File: src/rtl/ftv_pkg.sv
// ----------------------------------------------------------------------------
// ftv_pkg
// Shared widths, byte codes and the result word type of the FIX tokeniser.
// ----------------------------------------------------------------------------
`default_nettype none

package ftv_pkg;

  localparam int unsigned MAX_MSG_BYTES_DEF = 4096;

  localparam int BYTE_W = 8;
  localparam int TAG_W  = 31;
  localparam int OFS_W  = 12;
  localparam int OFS_MAX = 4095;

  // Byte codes
  localparam logic [BYTE_W-1:0] EQ_BYTE   = 8'h3D;
  localparam logic [BYTE_W-1:0] SEP_RESET = 8'h01;
  localparam logic [BYTE_W-1:0] DIGIT_0   = 8'h30;
  localparam logic [BYTE_W-1:0] DIGIT_9   = 8'h39;

  typedef struct packed {
    logic              field_valid;
    logic [TAG_W-1:0]  tag_number;
    logic [OFS_W-1:0]  value_offset;
    logic [OFS_W-1:0]  value_length;
    logic [BYTE_W-1:0] sum_before_field;
    logic              message_end;
    logic              length_overflow;
  } ftv_result_t;

endpackage

`default_nettype wire

File: src/rtl/ftv_if.sv
// ----------------------------------------------------------------------------
// ftv_if
// Valid/ready channels of the FIX tokeniser: byte input and field result.
// ----------------------------------------------------------------------------
`default_nettype none

interface ftv_in_if;
  import ftv_pkg::*;

  logic              valid;
  logic              ready;
  logic [BYTE_W-1:0] data_byte;
  logic              last;

  modport source (output valid, output data_byte, output last, input ready);
  modport sink   (input valid, input data_byte, input last, output ready);
endinterface

interface ftv_out_if;
  import ftv_pkg::*;

  logic              valid;
  logic              ready;
  logic              field_valid;
  logic [TAG_W-1:0]  tag_number;
  logic [OFS_W-1:0]  value_offset;
  logic [OFS_W-1:0]  value_length;
  logic [BYTE_W-1:0] sum_before_field;
  logic              message_end;
  logic              length_overflow;

  modport source (
    output valid, output field_valid, output tag_number, output value_offset,
    output value_length, output sum_before_field, output message_end,
    output length_overflow, input ready
  );
  modport sink (
    input valid, input field_valid, input tag_number, input value_offset,
    input value_length, input sum_before_field, input message_end,
    input length_overflow, output ready
  );
endinterface

`default_nettype wire

File: src/rtl/fix_tag_value_tokenizer.sv
// ----------------------------------------------------------------------------
// fix_tag_value_tokenizer
// Streaming splitter of FIX messages into tag=value fields.
// ----------------------------------------------------------------------------
// The block takes one message byte per cycle on in_chan, with last marking the
// final byte, and sustains one byte every clock: each byte updates the scan
// state in a single pass of short logic (a constant multiply by ten on the tag,
// a compare against the separator, an 8-bit running sum) and, when it closes a
// field with a non-zero tag that fits in 31 bits or is the last byte, writes
// one word into the result register, or into the one-word skid stage behind
// it while a result waits on out_chan, so the block keeps taking bytes; input
// stalls only when both are full. Byte positions saturate at MAX_MSG_BYTES,
// offsets and lengths at min(MAX_MSG_BYTES-1, 4095), and length_overflow then
// stays high until the message ends. The separator (SOH after reset) is
// written through cfg_we/cfg_wdata; the user must write it only while the
// block is idle, which the block itself does not enforce.
// ----------------------------------------------------------------------------
`default_nettype none

module fix_tag_value_tokenizer #(
  parameter int unsigned MAX_MSG_BYTES = ftv_pkg::MAX_MSG_BYTES_DEF
) (
  input  logic                      clk,
  input  logic                      rst_n,
  input  logic                      cfg_we,
  input  logic [ftv_pkg::BYTE_W-1:0] cfg_wdata,
  ftv_in_if.sink                    in_chan,
  ftv_out_if.source                 out_chan
);
  import ftv_pkg::*;

  // Position width holds MAX_MSG_BYTES itself; XW covers position + 1 and
  // the 12-bit offsets for compares and subtraction.
  localparam int PW = $clog2(MAX_MSG_BYTES + 1);
  localparam int XW = (PW + 1 > OFS_W + 1) ? PW + 1 : OFS_W + 1;
  localparam int unsigned CAP_I =
    (MAX_MSG_BYTES - 1 < OFS_MAX) ? MAX_MSG_BYTES - 1 : OFS_MAX;
  localparam logic [PW-1:0] LIM_P = PW'(MAX_MSG_BYTES);
  localparam logic [XW-1:0] CAP_X = XW'(CAP_I);

  // Scan state
  logic [BYTE_W-1:0] sep_r;
  logic              in_value_r, in_value_nxt;
  logic [TAG_W-1:0]  tag_r, tag_nxt;
  logic              run_open_r, run_open_nxt;
  logic              too_big_r, too_big_nxt;
  logic [PW-1:0]     pos_r, pos_nxt;
  logic [OFS_W-1:0]  vstart_r, vstart_nxt;
  logic [BYTE_W-1:0] sum_r, sum_nxt;
  logic [BYTE_W-1:0] fsum_r, fsum_nxt;
  logic              ovf_r, ovf_nxt;

  // Result register and skid stage
  ftv_result_t       out_r, skid_r, res;
  logic              out_v_r, skid_v_r;

  logic              in_fire, has_res, push, out_free;
  logic [BYTE_W-1:0] b;
  logic              lst;
  logic              at_lim, is_eq, is_digit, is_sep;
  logic [XW-1:0]     pos_x, pos1_x, pos_sat_x, cap_start, vend_x, vs_x;
  logic [XW-1:0]     len_x, len_cap;
  logic [TAG_W+3:0]  tag_ext;
  logic              tag_fits, ends, at_sep, valid;

  assign in_chan.ready = !skid_v_r;
  assign in_fire       = in_chan.valid & in_chan.ready;
  assign b             = in_chan.data_byte;
  assign lst           = in_chan.last;

  assign at_lim    = (pos_r == LIM_P);
  assign pos_x     = XW'(pos_r);
  assign pos1_x    = pos_x + XW'(1);
  assign pos_sat_x = at_lim ? pos_x : pos1_x;
  assign cap_start = (pos1_x > CAP_X) ? CAP_X : pos1_x;

  assign is_eq    = (b == EQ_BYTE);
  assign is_digit = (b >= DIGIT_0) && (b <= DIGIT_9);
  assign is_sep   = (b == sep_r);

  // tag * 10 + digit as shift-add
  assign tag_ext  = ({4'b0, tag_r} << 3) + ({4'b0, tag_r} << 1)
                  + (TAG_W+4)'(b - DIGIT_0);
  assign tag_fits = (tag_ext[TAG_W+3:TAG_W] == 4'b0);

  always_comb begin
    in_value_nxt = in_value_r;
    tag_nxt      = tag_r;
    run_open_nxt = run_open_r;
    too_big_nxt  = too_big_r;
    vstart_nxt   = vstart_r;
    pos_nxt      = at_lim ? pos_r : pos_r + PW'(1);
    ovf_nxt      = ovf_r | at_lim;
    sum_nxt      = sum_r + b;
    fsum_nxt     = fsum_r;
    ends         = 1'b0;
    at_sep       = 1'b0;
    vend_x       = pos_sat_x;
    vs_x         = XW'(vstart_r);

    if (!in_value_r) begin
      // Tag scan: '=' wins over the separator, digits only while the run is open
      if (is_eq) begin
        in_value_nxt = 1'b1;
        vstart_nxt   = cap_start[OFS_W-1:0];
        vs_x         = cap_start;
        ends         = lst;
      end else if (is_digit && run_open_r) begin
        if (!too_big_r) begin
          if (tag_fits) begin
            tag_nxt = tag_ext[TAG_W-1:0];
          end else begin
            too_big_nxt = 1'b1;
          end
        end
      end else begin
        run_open_nxt = 1'b0;
      end
    end else if (is_sep) begin
      ends   = 1'b1;
      at_sep = 1'b1;
      vend_x = pos_x;
    end else if (lst) begin
      ends = 1'b1;
    end

    valid   = ends && (tag_r != '0) && !too_big_r;
    len_x   = (vend_x >= vs_x) ? vend_x - vs_x : '0;
    len_cap = (len_x > CAP_X) ? CAP_X : len_x;
    has_res = valid || lst;

    res.field_valid      = valid;
    res.tag_number       = valid ? tag_r : '0;
    res.value_offset     = valid ? vs_x[OFS_W-1:0] : '0;
    res.value_length     = valid ? len_cap[OFS_W-1:0] : '0;
    res.sum_before_field = valid ? fsum_r : '0;
    res.message_end      = lst;
    res.length_overflow  = ovf_nxt;

    // Close the message on the last byte, else reopen a field after a separator
    if (lst) begin
      sum_nxt      = '0;
      pos_nxt      = '0;
      vstart_nxt   = '0;
      ovf_nxt      = 1'b0;
      in_value_nxt = 1'b0;
      tag_nxt      = '0;
      run_open_nxt = 1'b1;
      too_big_nxt  = 1'b0;
      fsum_nxt     = '0;
    end else if (at_sep) begin
      in_value_nxt = 1'b0;
      tag_nxt      = '0;
      run_open_nxt = 1'b1;
      too_big_nxt  = 1'b0;
      fsum_nxt     = sum_nxt;
    end
  end

  always_ff @(posedge clk) begin
    if (!rst_n) begin
      sep_r      <= SEP_RESET;
      in_value_r <= 1'b0;
      tag_r      <= '0;
      run_open_r <= 1'b1;
      too_big_r  <= 1'b0;
      pos_r      <= '0;
      vstart_r   <= '0;
      sum_r      <= '0;
      fsum_r     <= '0;
      ovf_r      <= 1'b0;
    end else begin
      if (cfg_we) begin
        sep_r <= cfg_wdata;
      end
      if (in_fire) begin
        in_value_r <= in_value_nxt;
        tag_r      <= tag_nxt;
        run_open_r <= run_open_nxt;
        too_big_r  <= too_big_nxt;
        pos_r      <= pos_nxt;
        vstart_r   <= vstart_nxt;
        sum_r      <= sum_nxt;
        fsum_r     <= fsum_nxt;
        ovf_r      <= ovf_nxt;
      end
    end
  end

  // Output side: the skid word is always older than a new result
  assign push     = in_fire && has_res;
  assign out_free = !out_v_r || out_chan.ready;

  always_ff @(posedge clk) begin
    if (!rst_n) begin
      out_v_r  <= 1'b0;
      skid_v_r <= 1'b0;
    end else if (out_free) begin
      if (skid_v_r) begin
        out_v_r  <= 1'b1;
        skid_v_r <= push;
      end else begin
        out_v_r  <= push;
      end
    end else if (push) begin
      skid_v_r <= 1'b1;
    end
  end

  always_ff @(posedge clk) begin
    if (out_free) begin
      if (skid_v_r) begin
        out_r <= skid_r;
        if (push) begin
          skid_r <= res;
        end
      end else if (push) begin
        out_r <= res;
      end
    end else if (push) begin
      skid_r <= res;
    end
  end

  assign out_chan.valid            = out_v_r;
  assign out_chan.field_valid      = out_r.field_valid;
  assign out_chan.tag_number       = out_r.tag_number;
  assign out_chan.value_offset     = out_r.value_offset;
  assign out_chan.value_length     = out_r.value_length;
  assign out_chan.sum_before_field = out_r.sum_before_field;
  assign out_chan.message_end      = out_r.message_end;
  assign out_chan.length_overflow  = out_r.length_overflow;

  // Skid word only exists behind a held result word
  a_skid_behind_out: assert property (@(posedge clk) disable iff (!rst_n)
    skid_v_r |-> out_v_r)
    else $error("skid stage full with result register empty");

  // Last byte clears the message state
  a_last_clears: assert property (@(posedge clk) disable iff (!rst_n)
    in_fire && lst |=> (pos_r == '0) && !in_value_r && !ovf_r && (sum_r == '0))
    else $error("message state not cleared after last byte");

  // A reported field never carries tag zero
  a_field_tag: assert property (@(posedge clk) disable iff (!rst_n)
    out_v_r && out_r.field_valid |-> (out_r.tag_number != '0))
    else $error("field reported with tag zero");

  // Byte position saturates at the size bound
  a_pos_bound: assert property (@(posedge clk) disable iff (!rst_n)
    pos_r <= LIM_P)
    else $error("byte position beyond size bound");

  // Every accepted last byte yields a result word
  a_last_pushes: assert property (@(posedge clk) disable iff (!rst_n)
    in_fire && lst |=> out_v_r)
    else $error("no result after last byte");

endmodule

`default_nettype wire

File: src/flat_wrapper.sv
// flat-port wrapper written by rule: the top's interface ports become plain ports
module fix_tag_value_tokenizer_flat import ftv_pkg::*;
#(
  parameter int unsigned MAX_MSG_BYTES = ftv_pkg::MAX_MSG_BYTES_DEF
)
  (clk, rst_n, cfg_we, cfg_wdata, in_chan_valid, in_chan_data_byte, in_chan_last, in_chan_ready, out_chan_valid, out_chan_field_valid, out_chan_tag_number, out_chan_value_offset, out_chan_value_length, out_chan_sum_before_field, out_chan_message_end, out_chan_length_overflow, out_chan_ready);
  ftv_in_if in_chan_i ();
  ftv_out_if out_chan_i ();
  input  logic clk;
  input  logic rst_n;
  input  logic cfg_we;
  input  logic [ftv_pkg::BYTE_W-1:0] cfg_wdata;
  input wire logic [$bits(in_chan_i.valid)-1:0] in_chan_valid;
  input wire logic [$bits(in_chan_i.data_byte)-1:0] in_chan_data_byte;
  input wire logic [$bits(in_chan_i.last)-1:0] in_chan_last;
  output wire logic [$bits(in_chan_i.ready)-1:0] in_chan_ready;
  output wire logic [$bits(out_chan_i.valid)-1:0] out_chan_valid;
  output wire logic [$bits(out_chan_i.field_valid)-1:0] out_chan_field_valid;
  output wire logic [$bits(out_chan_i.tag_number)-1:0] out_chan_tag_number;
  output wire logic [$bits(out_chan_i.value_offset)-1:0] out_chan_value_offset;
  output wire logic [$bits(out_chan_i.value_length)-1:0] out_chan_value_length;
  output wire logic [$bits(out_chan_i.sum_before_field)-1:0] out_chan_sum_before_field;
  output wire logic [$bits(out_chan_i.message_end)-1:0] out_chan_message_end;
  output wire logic [$bits(out_chan_i.length_overflow)-1:0] out_chan_length_overflow;
  input wire logic [$bits(out_chan_i.ready)-1:0] out_chan_ready;
  assign in_chan_i.valid = in_chan_valid;
  assign in_chan_i.data_byte = in_chan_data_byte;
  assign in_chan_i.last = in_chan_last;
  assign in_chan_ready = in_chan_i.ready;
  assign out_chan_valid = out_chan_i.valid;
  assign out_chan_field_valid = out_chan_i.field_valid;
  assign out_chan_tag_number = out_chan_i.tag_number;
  assign out_chan_value_offset = out_chan_i.value_offset;
  assign out_chan_value_length = out_chan_i.value_length;
  assign out_chan_sum_before_field = out_chan_i.sum_before_field;
  assign out_chan_message_end = out_chan_i.message_end;
  assign out_chan_length_overflow = out_chan_i.length_overflow;
  assign out_chan_i.ready = out_chan_ready;
  fix_tag_value_tokenizer #(.MAX_MSG_BYTES(MAX_MSG_BYTES)) u_core (.clk(clk), .rst_n(rst_n), .cfg_we(cfg_we), .cfg_wdata(cfg_wdata), .in_chan(in_chan_i), .out_chan(out_chan_i));
endmodule
File: config.mk
export PLATFORM = sky130hd
export DESIGN_NAME = fix_tag_value_tokenizer_flat
export DESIGN_NICKNAME = d
export VERILOG_FILES = /design/src/rtl/ftv_pkg.sv /design/src/rtl/ftv_if.sv /design/src/rtl/fix_tag_value_tokenizer.sv /design/src/flat_wrapper.sv
export SDC_FILE = /design/constraint.sdc
export NUM_CORES = 1
export LEC_CHECK = 0
export BUFFER_PORTS_ARGS = -buffer_cell sky130_fd_sc_hd__buf_4
export CORE_ASPECT_RATIO = 1.5
export CORE_MARGIN = 1
export CORE_UTILIZATION = 50
export DETAILED_ROUTE_END_ITERATION = 7
export PLACE_DENSITY = 0.68
export SLEW_MARGIN = 20
export SYNTH_ARGS = -nofsm -noshare
export SYNTH_HDL_FRONTEND = slang
export SYNTH_SLANG_ARGS = --single-unit
File: constraint.sdc
create_clock -name clk -period 9.75 [get_ports clk]
set_input_delay 0.975 -clock clk [delete_from_list [all_inputs] [get_ports clk]]
set_output_delay 0.975 -clock clk [all_outputs]
set_load 0.03 [all_outputs]
== Yosys cells after proc, flatten, opt, wreduce, memory -nomap -nowiden ==
Cells that the tools add are included.
Cells by class
  $add $sub $neg: 7
  mux-type cells: 59
  magnitude comparators: 5
  div/mod/pow operators: 0
  bitwise operators: 2
  shifts and indexed selects: 0
  multipliers: 0
  reductions and logical operators: 25
  equal/unequal tests: 10
Operators with widths (number)
  $mux W66: 5
  $mux W31: 8
  $mux W14: 7
  $mux W12: 6
  $add A34 B32 Y35: 1
  $add A35 B35 Y35: 1
  $mux W8: 4
  $reduce_bool A31 Y1: 1
  $gt A14 B12 Y1 const B: 2
  $mux W1: 27
  $mux W13: 2
  $add A13 B1 Y14 const B: 1
  $ge A14 B14 Y1: 1
  $sub A14 B14 Y14: 1
  $add A13 B1 Y13 const B: 1
  $eq A13 B13 Y1 const B: 1
  $ne A3 B3 Y1 const B: 3
  $sub A8 B6 Y9 const B: 1
  $add A8 B8 Y8: 1
  $eq A8 B6 Y1 const B: 1
  $eq A8 B8 Y1: 1
  $ge A8 B6 Y1 const B: 1
  $le A8 B6 Y1 const B: 1
  $reduce_and A4 Y1: 2
  14 further kinds: 28
Word-level totals
  memories: 0
  register bits after elaboration: 218
  latch bits: 0
  bits of input ports: 22
  word-level logic and storage cells: 134
  memory bits (read-only): 0
  output and inout bits: 68
  bits in writable memories: 0

== Depth between registers and ports, before layout ==
Gate-level depths: netlist (run 1).
  word-level depth: 13
  depth in mapped cells: 23
  depth with buffers taken out: 19

== Worst setup path before layout (run 1) ==
Ideal clock, no wire load.
  path type: input port to flip-flop
  from: in in_chan_data_byte[6]
  to: reg u_core.skid_r[0] (netlist bit), enable pin
  buffers on the path: 3
  library setup time: 0.588 ns
  path slack: 1.537 ns
  cell stages on the path: 9
  arrival: 7.624 ns
  data required time: 9.162 ns
  cells stage by stage: xor2_1 > nor4_2 > and3_1 > buf_2 > nor2_1 > or4_1 > clkbuf_1 > clkbuf_1 > a211oi_1
RTL lines
  from (decl): line flat_wrapper.sv:14  | input wire logic [$bits(in_chan_i.data_byte)-1:0] in_chan_data_byte;
  to (signal assigned): line fix_tag_value_tokenizer.sv:215  | skid_r <= res;
  to (signal assigned): line fix_tag_value_tokenizer.sv:221  | skid_r <= res;
  to (decl): line fix_tag_value_tokenizer.sv:54  | ftv_result_t out_r, skid_r, res;

== Final worst setup path (run 1) ==
  from: reg u_core.pos_r[0]
  to: reg u_core.out_r (netlist bit u_core.out_chan.value_length[8]) (data pin)
On the way
  cells in the longest elaborated chain, start to end: 12
  elaborated cells on any way between the ends: 17
  those cells by class: add/sub: 2; order compare: 3; eq/ne: 1; mux: 11
RTL lines
  from (decl): line fix_tag_value_tokenizer.sv:47  | logic [PW-1:0] pos_r, pos_nxt;
  from (signal assigned): line fix_tag_value_tokenizer.sv:181  | pos_r <= pos_nxt;
  $add A13 B1 Y14: line fix_tag_value_tokenizer.sv:73  | assign pos1_x = pos_x + XW'(1);
  $gt A14 B12 Y1: line fix_tag_value_tokenizer.sv:75  | assign cap_start = (pos1_x > CAP_X) ? CAP_X : pos1_x;
  $mux W14: line fix_tag_value_tokenizer.sv:75
  $mux W14: line fix_tag_value_tokenizer.sv:103  | if (is_eq) begin
  $mux W14: line fix_tag_value_tokenizer.sv:101  | if (!in_value_r) begin
  $sub A14 B14 Y14 or $ge A14 B14 Y1 (tied branches): line fix_tag_value_tokenizer.sv:128  | len_x = (vend_x >= vs_x) ? vend_x - vs_x : '0;
  $mux W14 (*): line fix_tag_value_tokenizer.sv:128
  $gt A14 B12 Y1: line fix_tag_value_tokenizer.sv:129  | len_cap = (len_x > CAP_X) ? CAP_X : len_x;
  $mux W12 (*): line fix_tag_value_tokenizer.sv:129
  $mux W12 (*): line fix_tag_value_tokenizer.sv:135  | res.value_length = valid ? len_cap[OFS_W-1:0] : '0;
  $mux W66 (*): line fix_tag_value_tokenizer.sv:217  | end else if (push) begin
  $mux W66 (*): line fix_tag_value_tokenizer.sv:212  | if (skid_v_r) begin
  to (signal assigned): line fix_tag_value_tokenizer.sv:213  | out_r <= skid_r;
  to (signal assigned): line fix_tag_value_tokenizer.sv:218  | out_r <= res;
  to (decl): line fix_tag_value_tokenizer.sv:54
Mark *: on every way between the ends. The rest lies on a longest branch, timed or not. The select of a mux whose other input is x is not followed.
A chain may end at the register's enable or synchronous reset.

==> results.toml, run 1 <==
[global_routing]
grt_pass1_vias = 9457
grt.total_usage = 0.236
grt_pass1_wl_mm = 49.3
antenna_found_initial = 0
grt_overflow = 0
grt_max_degree = 67

[setup_path]
worstPathArrival_ns = 5.92
worst-setup-path-type = "register to register"
path_max_fanout = 12
r2r_slack_ns = 4.04
r2r-start = "u_core.pos_r[0]"
cp-start-kind = "register"
critPathRequiredTime_ns = 9.96
crit_path_end_kind = "register"
endpoint = "u_core.out_chan.value_length[8]"
critPathLaunch = "u_core.pos_r[0]"
reg2reg_depth = 19
crit-reg2reg-capture = "u_core.out_chan.value_length[8]"

[clock_network]
cts_setup_buffers = 0
path_clk_slew_ns = 0.06
h-tree-depth = 1
numCtsBuffers = 22
tritoncts = "done"
clk_path_buf_depth = 3
cts.sinks = 218
hold_buffers = 0
worstSkewPairLatency_ns = 0.50
cts_resized = 0
clockRootBuffer = "clkbuf_16"

[placement]
hpwl_mm = 22.2
place_congestion = 0.921
dpl_cell_area_sq_um = 13900
numPortBuffers = 89

[power_and_ir_drop]
p_per_area_nw_per_um2 = 139
max-vdd-ir-drop_mv = 0.134
leakagePower_nw = 5.82

[synth]
synthXorXnorAreaFrac = 0.0531
yosysUniqueCellTypes = 73
synth_top_family_by_area = "simple AND/OR/NAND/NOR gates"
synth-simple-area-share = 0.159
synth-main-ff-cell = "edfxtp_1"
synth_compound_area_frac = 0.139
synthMuxAreaShare = 0.0662
synth_edf_count = 132
synthArstFlopShare = 0
syn-cell-area_sq_um = 13000
ys_seq_area_frac = 0.437
synthCells = 1274
synth_warnings = 0
synthAdderAreaFrac = 0.107
ys_ff_latch = 218
avgSynthCellArea_sq_um = 10.2

[die]
die_h_um = 200
ios = 90
start_util = 0.514
num_rows = 71
core_sq_um = 25300
fp.dieArea_sq_um = 26700
dieWidth_um = 134

[timing]
setup_tns_ns = 0
hold_violations = 0
fin_crit_sh = 0.586
finClkSkew_ns = 0.0148
fmax_ghz = 0.175
setup_viol = 0
rsz0062_at_grt = "no"
whs_ns = 0.465
drv_slew = 0
slew_headroom = 0.258
tightest_slew_ns = 1.11
period_minus_slack_ns = 5.71

[cells_and_area]
diodes = 0
drive_above_1_share = 0.147
area_growth_pct = 12.0
final_area_sq_um = 14600
nNetsFinal = 1437

[drt]
avgViaCountPerCell = 5.61
postRouteAntennaNets = 0
wl_per_cell_um = 18.6
drcViolationCount = 0
vias = 9345
wl_mm = 30.9
first_iter_violations = 429
dr.pass1.iters = 5

[flow_run]
drv_cap = 0

[status]
status = "finished clean"

[hold_path]
hp-class = "register to register"
[critical path: stages (launching register included)]
cell and delay (ns):
dfxtp_1 0.54, inv_1 0.09, ha_1 0.20, nor4b_1 0.14, and3_1 0.29, a31oi_1 0.83, nand2_1 0.17, xor2_1 0.35
inv_1 0.08, ha_1 0.23, a21o_1 0.19, a21o_1 0.17, a21o_1 0.20, a21o_1 0.18, a21oi_1 0.14, nor2b_1 0.06
a2111o_1 0.39, a21oi_1 0.86, o21bai_1 0.24, a31oi_1 0.06
[area by class of cell]
| class | count | area, sq um |
|---|---|---|
| multi-input combinational | 937 | 6860 |
| sequential | 218 | 5690 |
| fill | 2219 | 10700 |
| inverter | 40 | 150 |
| tap | 328 | 410 |
| clock buffer | 27 | 591 |
| timing repair buffer | 104 | 785 |
| clock inverter | 13 | 93.8 |
[layer usage]
| metal | up-vias | share of wire | global-route usage |
|---|---|---|---|
| li1 | 4620 | - | - |
| met1 | 4521 | 0.38 | 0.252 |
| met2 | 142 | 0.55 | 0.463 |
| met3 | 62 | 0.032 | 0.0322 |
| met4 | 0 | 0.036 | 0.0892 |
| met5 | - | 0 | 0 |
[worst min-delay path by stage]
stage                           startpoint          endpoint  depth (start not counted)
after global placement        u_core.ovf_r      u_core.ovf_r                          2
after floorplan               u_core.ovf_r      u_core.ovf_r                          2
final                         u_core.ovf_r      u_core.ovf_r                          2
after detailed placement      u_core.ovf_r      u_core.ovf_r                          2
after CTS                     u_core.ovf_r      u_core.ovf_r                          2
after global routing      u_core.fsum_r[4]  u_core.fsum_r[4]                          2
[cells by family after synthesis]
group | Yosys count
flip-flops | 218
XOR/XNOR | 78
buffers and inverters | 120
adder cells (fa/ha/maj) | 92
other | 1
AO/OA/AOI/OAI | 265
AND/OR/NAND/NOR | 419
multiplexers | 81
[cell usage after synthesis (4+ instances only)]
master    instances  area [sq um]
o21ai_0          41           205
fa_1             32           641
o21a_1            9          67.6
nor4_1            9          56.3
o21bai_1         12          90.1
nand3_1          20           100
a21oi_1          70           350
a21o_1           38           285
and2_1           43           269
dfxtp_1          86          1720
nand3b_1          4          30.0
buf_2             9          45.0
a22oi_1          14           105
nor2_1           64           240
buf_1             4          15.0
nor3b_1           4          30.0
nor3_1           23           115
mux2_2           36           405
xnor2_1          50           438
inv_1            38           143
edfxtp_1        132          3960
xor2_1           27           236
nand2_1         163           612
clkbuf_1         59           221
nor2b_1          39           244
and3_1           14          87.6
mux2i_1          44           440
buf_6             4          45.0
a31oi_1          14          87.6
o31ai_1          20           150
a21boi_0         14           105
nand2b_1          8          50.1
ha_1             60           751
a31o_2            4          35.0
buf_4             4          30.0
nand4_1          11          68.8
[per-stage QoR]
stage	power, mW	std cells	util	setup WS [ns]
detailed placement	1.23	1626	0.548	3.51
finish	2.03	1667	0.576	4.04
floorplan	1.17	1275	-	1.54
global placement	1.23	1626	0.548	3.64
CTS	2.05	1666	0.575	4.07
global route	2.10	1667	0.576	3.65
[state kept, by name, summed over array words and instances (netlist names), 8 cells and up]
signal and count:
u_core.tag_r 31, u_core.vstart_r 12, u_core.sep_r 8, u_core.out_chan.sum_before_field 8, u_core.out_chan.tag_number 31, u_core.pos_r 13
u_core.out_chan.value_length 12, u_core.sum_r 8, u_core.fsum_r 8, u_core.skid_r 66, u_core.out_chan.value_offset 12
[placed cells by master (no fill, tap or decap), drive strengths merged, types with 5 or more instances in the layout]
master  netlist  layout
nand4        11      11
nor2b        39      39
and2         43      43
fa           32      32
xnor2        51      51
edfxtp      132     132
a21o         38      38
o21ai        43      43
o31ai        21      21
a22oi        14      14
nand2b        8       8
nor3         23      23
a21oi        70      70
and3         14      14
a311oi        5       5
xor2         27      27
a21boi       15      15
o21bai       12      12
nor4         13      13
clkinv        1       9
inv          39      41
o21a          9       9
nor2         65      65
clkbuf       59      27
nand3        21      21
dfxtp        86      86
mux2         37      37
mux2i        44      44
ha           60      60
nand2       163     163
buf          21     104
a31oi        14      14
[power breakdown]
part | switching (mW) | internal, mW
Sequential | 0.0116 | 0.993
Combinational | 0.130 | 0.0767
Clock | 0.357 | 0.458
No activity file was read; power rests on OpenSTA's default activity.
==> run 2, diff against run 1 <==
--- a/config.mk
+++ b/config.mk
@@ -5,12 +5,13 @@
 export SDC_FILE = /design/constraint.sdc
 export NUM_CORES = 1
 export LEC_CHECK = 0
+export ABC_AREA = 1
 export BUFFER_PORTS_ARGS = -buffer_cell sky130_fd_sc_hd__buf_4
 export CORE_ASPECT_RATIO = 1.5
 export CORE_MARGIN = 1
 export CORE_UTILIZATION = 50
 export DETAILED_ROUTE_END_ITERATION = 7
-export PLACE_DENSITY = 0.68
+export PLACE_DENSITY = 0.71
 export SLEW_MARGIN = 20
 export SYNTH_ARGS = -nofsm -noshare
 export SYNTH_HDL_FRONTEND = slang
==> constraint.sdc (replaced) <==
create_clock -name clk -period 4.7 [get_ports clk]
set_input_delay 0.47 -clock clk [delete_from_list [all_inputs] [get_ports clk]]
set_output_delay 0.47 -clock clk [all_outputs]
set_load 0.03 [all_outputs]
==> results.toml, run 2 <==
[status]
status = "finished clean"

[timing]
setup_tns_ns = 0
setup_viol = 0
whs_ns = 0.168
rsz0062_at_grt = "no"
slew_headroom = 0.272
fin_crit_sh = 0.918
setup_ws_ns = 0.388
period_minus_slack_ns = 4.31
hold_violations = 0
drv_slew = 0
fmax_ghz = 0.232
tightest_slew_ns = 1.09
finClkSkew_ns = 0.0146

[setup_path]
worstPathArrival_ns = 4.70
path_buf_inv = 1
critPathRequiredTime_ns = 5.09
path_delay_family = "simple AND/OR/NAND/NOR gates"
crit_path_end_kind = "register"
path_max_fanout = 24
crit_path_max_incr_delay_ns = 0.41
worst-setup-path-type = "register to register"
cp_cell_sequence = "ha_1, nand2_2, nor2_4, nand4_1, nand2_1, nand2_2, nor2_1, o21ai_0, ha_1, fa_1, nand3b_1, and2_1, o21ai_0, nand3_1, o21ai_2, nand3_2, a21oi_4, buf_4, nand3_1, nand2_1"
cp-start-kind = "register"
crit_slowest_cell = "dfxtp_1"

[global_routing]
grt_max_degree = 69
grt_pass1_wl_mm = 58.7
grt_overflow = 0
antenna_found_initial = 0
grt_pass1_vias = 11600
grt.total_usage = 0.276

[synth]
synth_warnings = 0
synth_edf_count = 132
syn-cell-area_sq_um = 13400
synthTopCellsByArea = "edfxtp_1, dfxtp_1, nand2_1"
synthCells = 1697
synthTopCellsByCount = "nand2_1, nor2_1, inv_1"
ys_seq_area_frac = 0.424
synthArstFlopShare = 0
synth_top_area_frac = 0.296
yosysTopAreaCell = "edfxtp_1"
synth-main-ff-cell = "edfxtp_1"
avgSynthCellArea_sq_um = 7.90
yosysMostFrequentCell = "nand2_1"
ys_ff_latch = 218
yosysUniqueCellTypes = 51

[cells_and_area]
nNetsFinal = 1886
layout_common_cells = "nand2_1, nor2_1, inv_1"
largest_register_ff_count = 66
diodes = 0
area_growth_pct = 13.3
final-instance-count-excl-fill = 2125
layout_commonest_cell = "nand2_1"
top_register = "u_core.skid_r"
drive_above_1_share = 0.112

[placement]
place_inst = 2085
place_congestion = 1.01
pre_cts_ws_ns = 0.216
hpwl_mm = 27.2
numPortBuffers = 89

[power_and_ir_drop]
leakagePower_nw = 6.59
total_power_mw = 4.97
p_per_area_nw_per_um2 = 328
max-vdd-ir-drop_mv = 0.284

[die]
core_sq_um = 26400
start_util = 0.508
ios = 90
fp.dieArea_sq_um = 27500
num_rows = 73
dieWidth_um = 136
die_h_um = 203

[drt]
vias = 11600
dr.pass1.iters = 8
wl_met2_mm = 20.0
postRouteAntennaNets = 0
first_iter_violations = 677
wl_per_cell_um = 17.4
routed-wl-met3_mm = 1.36
drcViolationCount = 0
highest_layer = "met4"
wl_met1_mm = 13.2
avgViaCountPerCell = 5.47
wl_mm = 36.9

[clock_network]
cts_setup_buffers = 0
numCtsBuffers = 22
worstSkewPairLatency_ns = 0.53
h-tree-depth = 1
cts.sinks = 218
clockRootBuffer = "clkbuf_16"
clk_path_buf_depth = 3
tritoncts = "done"
path_clk_slew_ns = 0.06

[hold_path]
hp-class = "input pin to register"

[flow_run]
drv_cap = 0
run 2: cell types whose count changed in the layout (fill, tap and decap cells not counted), sizes merged, moves of 39 or more:
cell	delta
nand2	+288
inv	+146
nor2	+128
nand3	+84
o21ai	+75
a21oi	+73
mux2i	-44
and2	-41
xnor2	-41
nor2b	-39
run 2: path summary, 6_finish.rpt:
check                   start                               to  slack (ns)  depth (start not counted)
max           u_core.pos_r[1]  u_core.out_chan.value_length[9]        0.39                         20
min                    cfg_we                  u_core.sep_r[0]        0.17                          2
max reg2reg   u_core.pos_r[1]  u_core.out_chan.value_length[9]        0.39                         20
min reg2reg  u_core.fsum_r[0]                 u_core.fsum_r[0]        0.47                          2
run 2: routing by layer:
layer,vias up,GRT usage
met1,5436,0.277
met5,-,0
li1,5752,-
met3,117,0.0285
met4,0,0.175
met2,328,0.527
run 2: cell families after synthesis:
family	after synthesis	synth area share
compound gates	297	0.120
xor+xnor	24	0.0157
fa+ha+maj	92	0.104
buf+inv	250	0.0754
flops	218	0.424
other cells	1	0.000280
simple gates	815	0.261
run 2: metrics by stage:
| stage | utilization | instance area (sq um) |
|---|---|---|
| after global placement | 0.547 | 14400 |
| after detailed placement | 0.547 | 14400 |
| after CTS | 0.575 | 15200 |
| final | 0.575 | 15200 |
| after global routing | 0.575 | 15200 |
| after floorplan | - | 13400 |
run 2: repair_timing:
action                                  4_1_cts  5_1_grt
hold buffers                                  0        0
resized for setup                             0        2
endpoints found under the setup margin        0       24
run 2: report_power, final:
group          switching, mW  internal [mW]  total (mW)
Combinational          0.655          0.355        1.01
Sequential            0.0735           2.09        2.16
Clock                  0.753           1.04        1.80
run 2: layout make-up:
| type | instances | area (sq um) |
|---|---|---|
| inverter | 189 | 709 |
| clock inverter | 9 | 109 |
| tap | 337 | 422 |
| multi-input combinational | 1230 | 6740 |
| sequential | 218 | 5690 |
| clock buffer | 31 | 626 |
| fill | 2459 | 11200 |
| timing repair buffer | 111 | 883 |
==> run 3, diff against run 2 <==
==> constraint.sdc (replaced) <==
create_clock -name clk -period 4.7 [get_ports clk]
set_input_delay 0 -clock clk [delete_from_list [all_inputs] [get_ports clk]]
set_output_delay 0 -clock clk [all_outputs]
set_load 0.03 [all_outputs]
==> results.toml, run 3 (synthesized netlist as in run 2, its figures left out) <==
[status]
status = "finished clean"

[clock_network]
cts_setup_buffers = 0
h-tree-depth = 1
clk_path_buf_depth = 3
path_clk_slew_ns = 0.07
numCtsBuffers = 23
tritoncts = "done"
worstSkewPairLatency_ns = 0.52
clockRootBuffer = "clkbuf_16"
cts.sinks = 218

[die]
dieWidth_um = 136
ios = 90
core_sq_um = 26400
start_util = 0.508
num_rows = 73
fp.dieArea_sq_um = 27500
die_h_um = 203

[cells_and_area]
layout_commonest_cell = "nand2_1"
diodes = 0
nNetsFinal = 1895
layout_common_cells = "nand2_1, nor2_1, inv_1"
final_area_sq_um = 15300
top_register = "u_core.skid_r"
largest_register_ff_count = 66
area_growth_pct = 14.2
drive_above_1_share = 0.109

[setup_path]
path_max_fanout = 24
cp-start-kind = "register"
crit_path_end_kind = "register"
worstPathArrival_ns = 4.53
critPathRequiredTime_ns = 5.09
worst-setup-path-type = "register to register"

[drt]
first_iter_violations = 655
postRouteAntennaNets = 0
drcViolationCount = 0
vias = 11600
wl_mm = 37.1
dr.pass1.iters = 5
wl_per_cell_um = 17.4
avgViaCountPerCell = 5.41

[placement]
numPortBuffers = 89
place_congestion = 0.966
hpwl_mm = 27.3
dpl_cell_area_sq_um = 14400
pre_cts_ws_ns = 0.337

[flow_run]
drv_cap = 0

[timing]
drv_slew = 0
fmax_ghz = 0.241
fin_crit_sh = 0.883
rsz0062_at_grt = "no"
finClkSkew_ns = 0.0166
tightest_slew_ns = 1.09
slew_headroom = 0.271
period_minus_slack_ns = 4.15
setup_viol = 0
setup_tns_ns = 0
setup_ws_ns = 0.552
hold_violations = 0

[global_routing]
grt_pass1_wl_mm = 59.1
grt_overflow = 0
antenna_found_initial = 0
grt_pass1_vias = 11700
grt.total_usage = 0.278
grt_max_degree = 68

[power_and_ir_drop]
p_per_area_nw_per_um2 = 331
max-vdd-ir-drop_mv = 0.298
leakagePower_nw = 6.64

[hold_path]
hp-class = "input pin to register"
-- run 3: worst paths after layout --
check | to | slack [ns] | start | depth (start not counted)
setup / recovery | u_core.out_chan.value_length[2] | 0.55 | u_core.pos_r[1] | 20
hold / removal | u_core.run_open_r | 0.01 | in_chan_data_byte[2] | 4
hold reg to reg | u_core.fsum_r[3] | 0.46 | u_core.fsum_r[3] | 2
setup reg to reg | u_core.out_chan.value_length[2] | 0.55 | u_core.pos_r[1] | 20
-- run 3: per-layer routing --
layer	vias up	GRT usage	part of all wire
li1	5758	-	-
met5	-	0	0
met3	98	0.0257	0.030
met1	5435	0.278	0.35
met2	259	0.546	0.56
met4	0	0.157	0.055
-- run 3: layout make-up --
class                           count  area [sq um]
Inverter                          189           709
Tap cell                          337           422
Multi-Input combinational cell   1230          6740
Clock inverter                      9           133
Clock buffer                       32           641
Sequential cell                   218          5690
Timing Repair Buffer              119           966
Fill cell                        2452         11100
-- run 3: power breakdown --
part           internal, mW  switching (mW)
logic                 0.357           0.654
clock network          1.12           0.766
registers              2.09          0.0748
-- run 3: timing repair --
item,CTS,global route
setup endpoints to repair,0,24
endpoints found under the hold margin,52,0
hold buffers,14,0
gates resized for setup,0,3
-- run 3: stage by stage --
stage                     power (mW)   util  instances  hold slack (ns)
after floorplan                 2.92      -       1698           0.0989
after global placement          3.18  0.545       2079            0.207
after detailed placement        3.20  0.545       2079            0.216
after CTS                       5.10  0.579       2134          0.00335
after global routing            5.30  0.580       2134           0.0644
final                           5.07  0.580       2134           0.0103
-- run 3: critical path: stages, from the launching register on --
cell and delay [ns]:
dfxtp_1 0.41, ha_1 0.22, nand2_2 0.09, nor2_4 0.16, nand4_1 0.12, nand2_1 0.18, nand2_1 0.22, nor2_1 0.14
o21ai_0 0.12, ha_1 0.25, fa_1 0.41, nand3b_1 0.17, and2_1 0.19, o21ai_1 0.25, nand3_1 0.16, o21ai_2 0.22
nand3_2 0.10, a21oi_4 0.12, buf_4 0.28, nand3_1 0.11, nand2_1 0.09
